--- config.mk ---
export PLATFORM = sky130hd
export DESIGN_NAME = utf8_bmp_stream_decoder
export DESIGN_NICKNAME = d
export VERILOG_FILES = /design/src/rtl/utf8d_pkg.sv /design/src/rtl/utf8_bmp_stream_decoder.sv /design/src/rtl/utf8d_front.sv /design/src/rtl/utf8d_queue.sv /design/src/rtl/utf8d_back.sv
export SDC_FILE = /design/constraint.sdc
export NUM_CORES = 1
export LEC_CHECK = 0
export ABC_AREA = 1
export BUFFER_PORTS_ARGS = -buffer_cell sky130_fd_sc_hd__buf_2
export CAP_MARGIN = 20
export CORE_MARGIN = 2
export CORE_UTILIZATION = 53
export DETAILED_ROUTE_END_ITERATION = 8
export GPL_TIMING_DRIVEN = 0
export PLACE_DENSITY_LB_ADDON = 0.2
export SLEW_MARGIN = 5
export SYNTH_ARGS = -nofsm -noshare
export SYNTH_HDL_FRONTEND = slang
export SYNTH_SLANG_ARGS = --single-unit
--- constraint.sdc ---
create_clock -name clk -period 2.03 [get_ports clk]
set_clock_uncertainty 0.05 [all_clocks]
set_input_delay 0.203 -clock clk [delete_from_list [all_inputs] [get_ports clk]]
set_output_delay 0.203 -clock clk [all_outputs]
set_load 0.005 [all_outputs]
--- src/rtl/utf8d_pkg.sv ---
// types and constants of the utf-8 stream decoder
`default_nettype none

package utf8d_pkg;

  localparam int unsigned CP_W  = 16;
  localparam int unsigned PART_W = 10;
  localparam logic [CP_W-1:0] QMARK = 16'h003F;

  typedef enum logic [1:0] {
    ERR_NONE  = 2'd0,
    ERR_TABLE = 2'd1,
    ERR_ENDED = 2'd2
  } err_t;

  typedef enum logic [2:0] {
    CLS_TERM,
    CLS_ASCII,
    CLS_LEAD2,
    CLS_LEAD3,
    CLS_OTHER
  } byte_class_t;

  // one classified byte as it travels through the queue
  typedef struct packed {
    byte_class_t cls;
    logic [6:0]  bits;
  } item_t;

  typedef enum logic [1:0] {
    ST_IDLE,
    ST_NEED1,
    ST_NEED2,
    ST_HALT
  } dec_state_t;

endpackage

`default_nettype wire

--- src/rtl/utf8_bmp_stream_decoder.sv ---
// utf-8 stream decoder (basic multilingual plane): top level
//
// input channel: one byte word per push, accepted when push is high and full
// is low; a zero byte ends the string. result channel: a word is waiting while
// empty is low and is taken with pop. each result carries a code point, an
// error code and an end-of-string flag. lead bytes, the middle byte of a
// three-byte sequence and bytes after a bad lead byte give no result;
// completed characters, the bad lead byte itself and every terminator give one.
// a pushed byte is classified by the front end and written into the queue;
// the back end then decodes it into the result register. throughput: one
// byte per cycle while the result register is empty or popped, set by the
// back end taking one queued word per cycle.
// when pop is held low the result register holds, the queue of DEPTH words
// fills and full rises; the front keeps accepting until then.
// reset clears the queue, the sequence state and the result valid flag;
// the block takes bytes in the first cycle after reset.
`default_nettype none

module utf8_bmp_stream_decoder #(
  parameter int unsigned DEPTH = 4
) (
  input  wire logic        clk,
  input  wire logic        rst_n,
  input  wire logic        push,
  output logic             full,
  input  wire logic [7:0]  in_byte,
  output logic             empty,
  input  wire logic        pop,
  output logic [15:0]      out_code_point,
  output logic [1:0]       out_error_code,
  output logic             out_end_of_string
);
  import utf8d_pkg::*;

  item_t wr_item;
  item_t rd_item;
  logic  wr_en;
  logic  rd_en;
  logic  q_valid;
  logic  q_full;

  utf8d_front u_front (
    .push    (push),
    .in_byte (in_byte),
    .q_full  (q_full),
    .wr_item (wr_item),
    .wr_en   (wr_en)
  );

  utf8d_queue #(
    .DEPTH (DEPTH)
  ) u_queue (
    .clk     (clk),
    .rst_n   (rst_n),
    .wr_en   (wr_en),
    .wr_item (wr_item),
    .rd_en   (rd_en),
    .rd_item (rd_item),
    .q_valid (q_valid),
    .q_full  (q_full)
  );

  utf8d_back u_back (
    .clk               (clk),
    .rst_n             (rst_n),
    .q_valid           (q_valid),
    .q_item            (rd_item),
    .q_rd              (rd_en),
    .pop               (pop),
    .empty             (empty),
    .out_code_point    (out_code_point),
    .out_error_code    (out_error_code),
    .out_end_of_string (out_end_of_string)
  );

  assign full = q_full;

endmodule

`default_nettype wire

--- src/rtl/utf8d_front.sv ---
// front end: takes bytes and classifies them by their lead bits
`default_nettype none

module utf8d_front (
  input  wire logic           push,
  input  wire logic [7:0]     in_byte,
  input  wire logic           q_full,
  output utf8d_pkg::item_t    wr_item,
  output logic                wr_en
);
  import utf8d_pkg::*;

  byte_class_t cls;

  always_comb begin
    if (in_byte == 8'h00) begin
      cls = CLS_TERM;
    end else if (in_byte[7] == 1'b0) begin
      cls = CLS_ASCII;
    end else if (in_byte[7:5] == 3'b110) begin
      cls = CLS_LEAD2;
    end else if (in_byte[7:4] == 4'b1110) begin
      cls = CLS_LEAD3;
    end else begin
      // continuation prefix (only valid inside a sequence) or longer lead
      cls = CLS_OTHER;
    end
  end

  assign wr_item.cls  = cls;
  assign wr_item.bits = in_byte[6:0];
  assign wr_en        = push && !q_full;

endmodule

`default_nettype wire

--- src/rtl/utf8d_queue.sv ---
// short queue of classified bytes between front and back
`default_nettype none

module utf8d_queue #(
  parameter int unsigned DEPTH = 4
) (
  input  wire logic             clk,
  input  wire logic             rst_n,
  input  wire logic             wr_en,
  input  wire utf8d_pkg::item_t wr_item,
  input  wire logic             rd_en,
  output utf8d_pkg::item_t      rd_item,
  output logic                  q_valid,
  output logic                  q_full
);
  import utf8d_pkg::*;

  localparam int unsigned AW = (DEPTH > 1) ? $clog2(DEPTH) : 1;
  localparam int unsigned CW = $clog2(DEPTH + 1);

  item_t         slot_r [DEPTH];
  logic [AW-1:0] wr_ptr_r, wr_ptr_nxt;
  logic [AW-1:0] rd_ptr_r, rd_ptr_nxt;
  logic [CW-1:0] count_r, count_nxt;
  logic          do_wr, do_rd;

  assign q_valid = (count_r != '0);
  assign q_full  = (count_r == CW'(DEPTH));
  assign rd_item = slot_r[rd_ptr_r];
  assign do_wr   = wr_en && !q_full;
  assign do_rd   = rd_en && q_valid;

  always_comb begin
    wr_ptr_nxt = wr_ptr_r;
    rd_ptr_nxt = rd_ptr_r;
    count_nxt  = count_r;
    if (do_wr) begin
      wr_ptr_nxt = (wr_ptr_r == AW'(DEPTH - 1)) ? '0 : wr_ptr_r + AW'(1);
    end
    if (do_rd) begin
      rd_ptr_nxt = (rd_ptr_r == AW'(DEPTH - 1)) ? '0 : rd_ptr_r + AW'(1);
    end
    if (do_wr && !do_rd) begin
      count_nxt = count_r + CW'(1);
    end else if (do_rd && !do_wr) begin
      count_nxt = count_r - CW'(1);
    end
  end

  always_ff @(posedge clk) begin
    if (!rst_n) begin
      wr_ptr_r <= '0;
      rd_ptr_r <= '0;
      count_r  <= '0;
    end else begin
      wr_ptr_r <= wr_ptr_nxt;
      rd_ptr_r <= rd_ptr_nxt;
      count_r  <= count_nxt;
    end
  end

  always_ff @(posedge clk) begin
    if (do_wr) begin
      slot_r[wr_ptr_r] <= wr_item;
    end
  end

endmodule

`default_nettype wire

--- src/rtl/utf8d_back.sv ---
// back end: sequence state, value assembly and the result register
`default_nettype none

module utf8d_back (
  input  wire logic             clk,
  input  wire logic             rst_n,
  input  wire logic             q_valid,
  input  wire utf8d_pkg::item_t q_item,
  output logic                  q_rd,
  input  wire logic             pop,
  output logic                  empty,
  output logic [15:0]           out_code_point,
  output logic [1:0]            out_error_code,
  output logic                  out_end_of_string
);
  import utf8d_pkg::*;

  dec_state_t        state_r, state_nxt;
  logic [PART_W-1:0] partial_r, partial_nxt;
  logic              out_valid_r, out_valid_nxt;
  logic [CP_W-1:0]   cp_r;
  err_t              err_r;
  logic              eos_r;

  logic              take;
  logic              emit;
  logic [CP_W-1:0]   emit_cp;
  err_t              emit_err;
  logic              emit_eos;

  // a word leaves the queue whenever the result register can hold its answer
  assign take = q_valid && (!out_valid_r || pop);
  assign q_rd = take;

  // next state
  always_comb begin
    state_nxt = state_r;
    if (take) begin
      if (q_item.cls == CLS_TERM) begin
        state_nxt = ST_IDLE;
      end else begin
        case (state_r)
          ST_IDLE: begin
            case (q_item.cls)
              CLS_LEAD2: state_nxt = ST_NEED1;
              CLS_LEAD3: state_nxt = ST_NEED2;
              CLS_OTHER: state_nxt = ST_HALT;
              default:   state_nxt = ST_IDLE;
            endcase
          end
          ST_NEED1: state_nxt = ST_IDLE;
          ST_NEED2: state_nxt = ST_NEED1;
          ST_HALT:  state_nxt = ST_HALT;
          default:  state_nxt = ST_IDLE;
        endcase
      end
    end
  end

  // outputs and value assembly
  always_comb begin
    partial_nxt = partial_r;
    emit        = 1'b0;
    emit_cp     = '0;
    emit_err    = ERR_NONE;
    emit_eos    = 1'b0;
    if (take) begin
      if (q_item.cls == CLS_TERM) begin
        partial_nxt = '0;
        emit        = 1'b1;
        emit_eos    = 1'b1;
        if (state_r == ST_NEED1 || state_r == ST_NEED2) begin
          emit_cp  = QMARK;
          emit_err = ERR_ENDED;
        end
      end else begin
        case (state_r)
          ST_IDLE: begin
            case (q_item.cls)
              CLS_ASCII: begin
                emit    = 1'b1;
                emit_cp = {9'd0, q_item.bits};
              end
              CLS_LEAD2: partial_nxt = {5'd0, q_item.bits[4:0]};
              CLS_LEAD3: partial_nxt = {6'd0, q_item.bits[3:0]};
              default: begin
                emit     = 1'b1;
                emit_cp  = QMARK;
                emit_err = ERR_TABLE;
              end
            endcase
          end
          ST_NEED1: begin
            emit        = 1'b1;
            emit_cp     = {partial_r, q_item.bits[5:0]};
            partial_nxt = '0;
          end
          ST_NEED2: partial_nxt = {partial_r[3:0], q_item.bits[5:0]};
          default: begin
            // halted: byte dropped until the terminator
            emit = 1'b0;
          end
        endcase
      end
    end
  end

  always_comb begin
    out_valid_nxt = out_valid_r;
    if (take && emit) begin
      out_valid_nxt = 1'b1;
    end else if (pop) begin
      out_valid_nxt = 1'b0;
    end
  end

  always_ff @(posedge clk) begin
    if (!rst_n) begin
      state_r     <= ST_IDLE;
      partial_r   <= '0;
      out_valid_r <= 1'b0;
    end else begin
      state_r     <= state_nxt;
      partial_r   <= partial_nxt;
      out_valid_r <= out_valid_nxt;
    end
  end

  always_ff @(posedge clk) begin
    if (take && emit) begin
      cp_r  <= emit_cp;
      err_r <= emit_err;
      eos_r <= emit_eos;
    end
  end

  assign empty             = !out_valid_r;
  assign out_code_point    = cp_r;
  assign out_error_code    = err_r;
  assign out_end_of_string = eos_r;

endmodule

`default_nettype wire

======== Word level (Yosys, flattened, before mapping) ========
Memories as Yosys holds them, arrays and structs flattened. A register that Yosys moved wholly into a read port is not among the register bits.
Index checks and enable logic that the tools add are counted.
operators by class
  add/sub/neg operators ................... 4
  equal/unequal tests ..................... 13
  mux-type cells .......................... 33
  reduce and logical (&&, ||, !) cells .... 23
operators with widths
  kind                                                   number
  one-hot mux 16 bit (2 select lines)                    1
  one-hot mux 10 bit (3 select lines)                    1
  one-hot mux 10 bit (2 select lines)                    1
  2-to-1 mux 3 bit                                       6
  2-to-1 mux 16 bit                                      1
  2-to-1 mux 2 bit                                       8
  one-hot mux 7 bit (2 select lines)                     1
  2-to-1 mux 10 bit                                      1
  == test 3 bit, second input constant                   3
  2-to-1 mux 1 bit                                       9
  == test 2 bit, second input constant                   4
  zero test 8 bit                                        1
  one-hot mux 2 bit (4 select lines)                     1
  logical AND 1 bit                                      7
  == test 3 x 2 -> 1 bit, second input constant          2
  2-to-1 mux 6 bit                                       1
  one-hot mux 2 bit (3 select lines)                     1
  adder 2 x 1 -> 2 bit, second input constant            2
  == test 4 bit, second input constant                   1
  zero test 1 bit                                        4
  inequality test 4 x 1 -> 1 bit, second input constant  1
  nonzero test 2 bit                                     2
  nonzero test 4 bit                                     1
  adder 3 x 1 -> 3 bit, second input constant            1
  11 further kinds                                       12
storage, ports and cells
  flip-flop bits (word level) ............. 39
  memory bits (writable) .................. 40
  word-level logic and storage cells ...... 83
  memories kept ........................... 1
memory list
  memory          depth  width  read ports  clocked after memory_dff  wr ports  line               RTL
  u_queue.slot_r  4      10     1           1                         1         utf8d_queue.sv:21  item_t slot_r [DEPTH];

======== Depth between registers and ports, before layout ========
  depth in word-level cells ............... 8
  mapped depth ............................ 13
  gate-level depth less buffers ........... 12

======== Cells and area by module ========
From an unflattened synthesis, not the netlist that was laid out.
unflattened totals
  cells, all modules ...................... 379
  area, all modules ....................... 3,709.8 um^2
modules (own cells, without submodules)
  module       times used  cells each  area each (um^2)  seq. area each (um^2)
  utf8d_queue  1           168         2,000.7           1,381.3
  utf8d_back   1           186         1,582.8           830.8
  utf8d_front  1           25          126.4             0.0

======== Least setup slack after synthesis ========
OpenSTA, ideal clock, no wires.
  path kind ............................... register -> register
  start ................................... register with a tool-made name
  end ..................................... register u_back.cp_r[0] (netlist: u_back.out_code_point[0]) (enable)
  arrival ................................. 1.589 ns
  slack ................................... 0.017 ns
  stages on the path, launching flop included .. 11
  buffers on the path ..................... 2
  clock period less this slack ............ 2.013 ns
  path through ............................ dfxtp_1 -> inv_2 -> buf_6 -> nand2_1 -> nand3_2 -> nand2_4 -> nand3_2 -> buf_6 -> nand3_2 -> nand2_1 -> inv_1
RTL lines
  what                  line               RTL
  to (signal assigned)  utf8d_back.sv:131  cp_r <= emit_cp;
  to (decl)             utf8d_back.sv:21   logic [CP_W-1:0] cp_r;

==> out/metrics.cfg <==
[outcome]
outcome = completed

[synth]
synth_area_leaders = edfxtp_1, dfxtp_1, nand2_1, nor2_1, nand3_1
synth_top_area_share_pct = 47.8
yosys.area.top_type = edfxtp_1
synth_edf_count = 59
synth_area_per_cell_sq_um = 9.77
ys_types = 33
synthArstFlopShare_pct = 0
synth.net_count = 402
yosysWarnings = 0
synth-main-ff-cell = edfxtp_1
syn_inst = 379
seq_area_frac_synth_pct = 59.7
netlist_area_sq_um = 3700
synth_seq_cells = 81

[die]
die_w_um = 87.6
dieArea_sq_um = 7670
die_h_um = 87.6
row_count = 30
core_area_sq_um = 6790
initial_core_util_pct = 54.5
boundaryPins = 33

[layout]
instances_no_fill = 525
layout_commonest_cell = nand2_1
drive_gt1_share_pct = 20.0
final_cell_mix = nand2_1, edfxtp_1, nor2_1, inv_1
synthToLayoutAreaGrowth_pct = 13.9
n_antenna_cell = 0
final_util_pct = 62.1
final_area_sq_um = 4220
nets = 447

[power]
ir_worst_vdd_mv = 0.641
power_density_nw_per_um2 = 1560
p_leak_uw = 0.00183
power.total_uw = 6590

[critical_path]
worst-r2r-cell-count = 11
cp-start-kind = flip-flop
crit_family = buffers and inverters
cp_max_fo = 19
critPathBufInv = 5
cpPeakStageDelay_ns = 0.36
cp-end-kind = flip-flop
crit_slowest_cell = dfxtp_2
rr_endpoint = u_back.out_end_of_string
crit_required_ns = 2.04
cp_cell_sequence = inv_2, buf_6, nand2_1, nand3_2, nand2_4, nand3_4, buf_6, nand3_2, nand2_1, clkinvlp_4, buf_12
path_class = flip-flop to flip-flop
ff2ff_setup_slack_ns = 0.12
arrival_ns = 1.92

[timing]
finalSetupViolCount = 0
slew-limit-headroom_pct = 32.4
worst_slack_ns = 0.120
rsz0062_at_grt = no
fmax_ghz = 0.524
finalCritPeriodShare_pct = 94.1
worst_slew_pin_slew_ns = 1.01
min_period_ns = 1.91
slew_viol_final = 0
finalHoldViolCount = 0

[placed_design]
dp.cells = 507
dp_hpwl_mm = 4.66
place_ws_ns = -0.364
post_dp_cell_area_sq_um = 3980
gp_congestion = 0.893
port_buffers = 32

[clock_network]
clk_pin_slew_ns = 0.08
cts_tree = yes
numCtsBuffers = 9
clock-root-buffer = clkbuf_8
cts.sinks = 81
htreeDepth = 3
clk_path_buf_depth = 2
clk_latency_ns = 0.35

[global_route]
grt_first_pass_wirelength_mm = 11.1
antenna_found_initial = 0
grt_start_max_net_pins = 20
first_global_vias = 2380
grtUsageTotal_pct = 19.1
grt.overflow.total = 0

[min_path]
hold_end = u_queue.slot_r[0][0]
hold_path.class = primary input to flip-flop
min_path_cells = 1
hp-start = in_byte[0]

[drt]
post-route-drc-count = 0
vias_per_cell = 4.96
top_layer = met4
totalWireLength_mm = 6.75
dr.pass1.iters = 4
ant_nets = 0
dr_wl_met2_mm = 3.18
route.met3.wl_um = 292
drt-initial-drc-count = 162
met1_length_mm = 3.16
num_vias = 2605
wire_per_inst_um = 12.8

[job]
cap_violations = 0

==> through the flow <==
stage          hold WS [ns]  TNS [ns]
2_1_floorplan         0.252         0
3_3_place_gp          0.384     -6.40
3_5_place_dp          0.384     -6.89
4_1_cts              0.0221         0
5_1_grt              0.0220         0
6_report             0.0315         0
==> how the worst max path moves through the flow <==
stage	startpoint	to	slack, ns	cells after the start
final	flip-flop	u_back.out_end_of_string	0.12	11
after global routing	u_queue.count_r[1]	u_queue.count_r[2]	0.0001	11
after CTS	flip-flop	u_back.out_end_of_string	0.02	11
after detailed placement	flip-flop	u_back.out_code_point[0]	-0.36	8
after global placement	flip-flop	u_back.out_code_point[0]	-0.34	8
after floorplan	flip-flop	u_back.out_code_point[0]	0.02	10
==> cell families (layout without fill, tap and decap cells) <==
logic type / Yosys count / count (layout) / synth area share, %
and+or+nand+nor: 187 / 187 / 23.4
DFF: 81 / 81 / 59.7
buffers and inverters: 61 / 111 / 7.23
AOI/OAI and AO/OA: 39 / 39 / 5.74
adders and majority gates: 11 / 11 / 3.92
==> metal layers <==
layer  up-vias  GRT usage [%]
met5         -              0
met4         0           7.69
met3        11           5.00
met2        56           29.7
met1      1198           25.8
li1       1340              -
==> cells in the mapped netlist, types with 2 or more instances <==
library cell  number
nand2_1           72
edfxtp_1          59
nor2_1            49
inv_1             46
nand3_1           36
dfxtp_1           22
a21oi_1           16
o21ai_0           11
ha_1              10
nor3_1            10
buf_2              5
nand2_2            5
o21ai_1            5
nand2_4            4
nand3_2            4
buf_6              3
buf_4              2
inv_2              2
nor2_2             2
nor4_1             2
o22ai_1            2
==> cell type report <==
class                   instances  area (sq um)
clock inverters                 3          18.8
clock buffers                  13           149
well taps                      96           120
flip-flops and latches         81          2220
inverters                      50           198
repair buffers                 34           188
multi-input cells             237          1240
fillers                       565          2580
plain buffers                  11          83.8
==> sequential cells by signal, summed over array words and instances (netlist names), named ones only <==
signal,count
u_queue.slot_r,40
u_back.state_r,2
u_queue.count_r,3
u_back.out_end_of_string,1
u_back.out_code_point,16
u_queue.wr_ptr_r,2
u_back.out_error_code,2
u_queue.rd_ptr_r,2
u_back.partial_r,10
u_back.out_valid_r,1
==> timing repair <==
item | 4_1_cts | 5_1_grt
buffers inserted | 1 | 1
hold buffers | 0 | 0
gates resized for setup | 3 | 11
endpoints found under the setup margin | 40 | 50
pin swaps | 0 | 1
==> power by group <==
part           switching (uW)  internal [uW]
logic                    1970           1090
registers                 149           2350
clock network             550            478
Note: power is estimated with default switching activity, not from simulation.
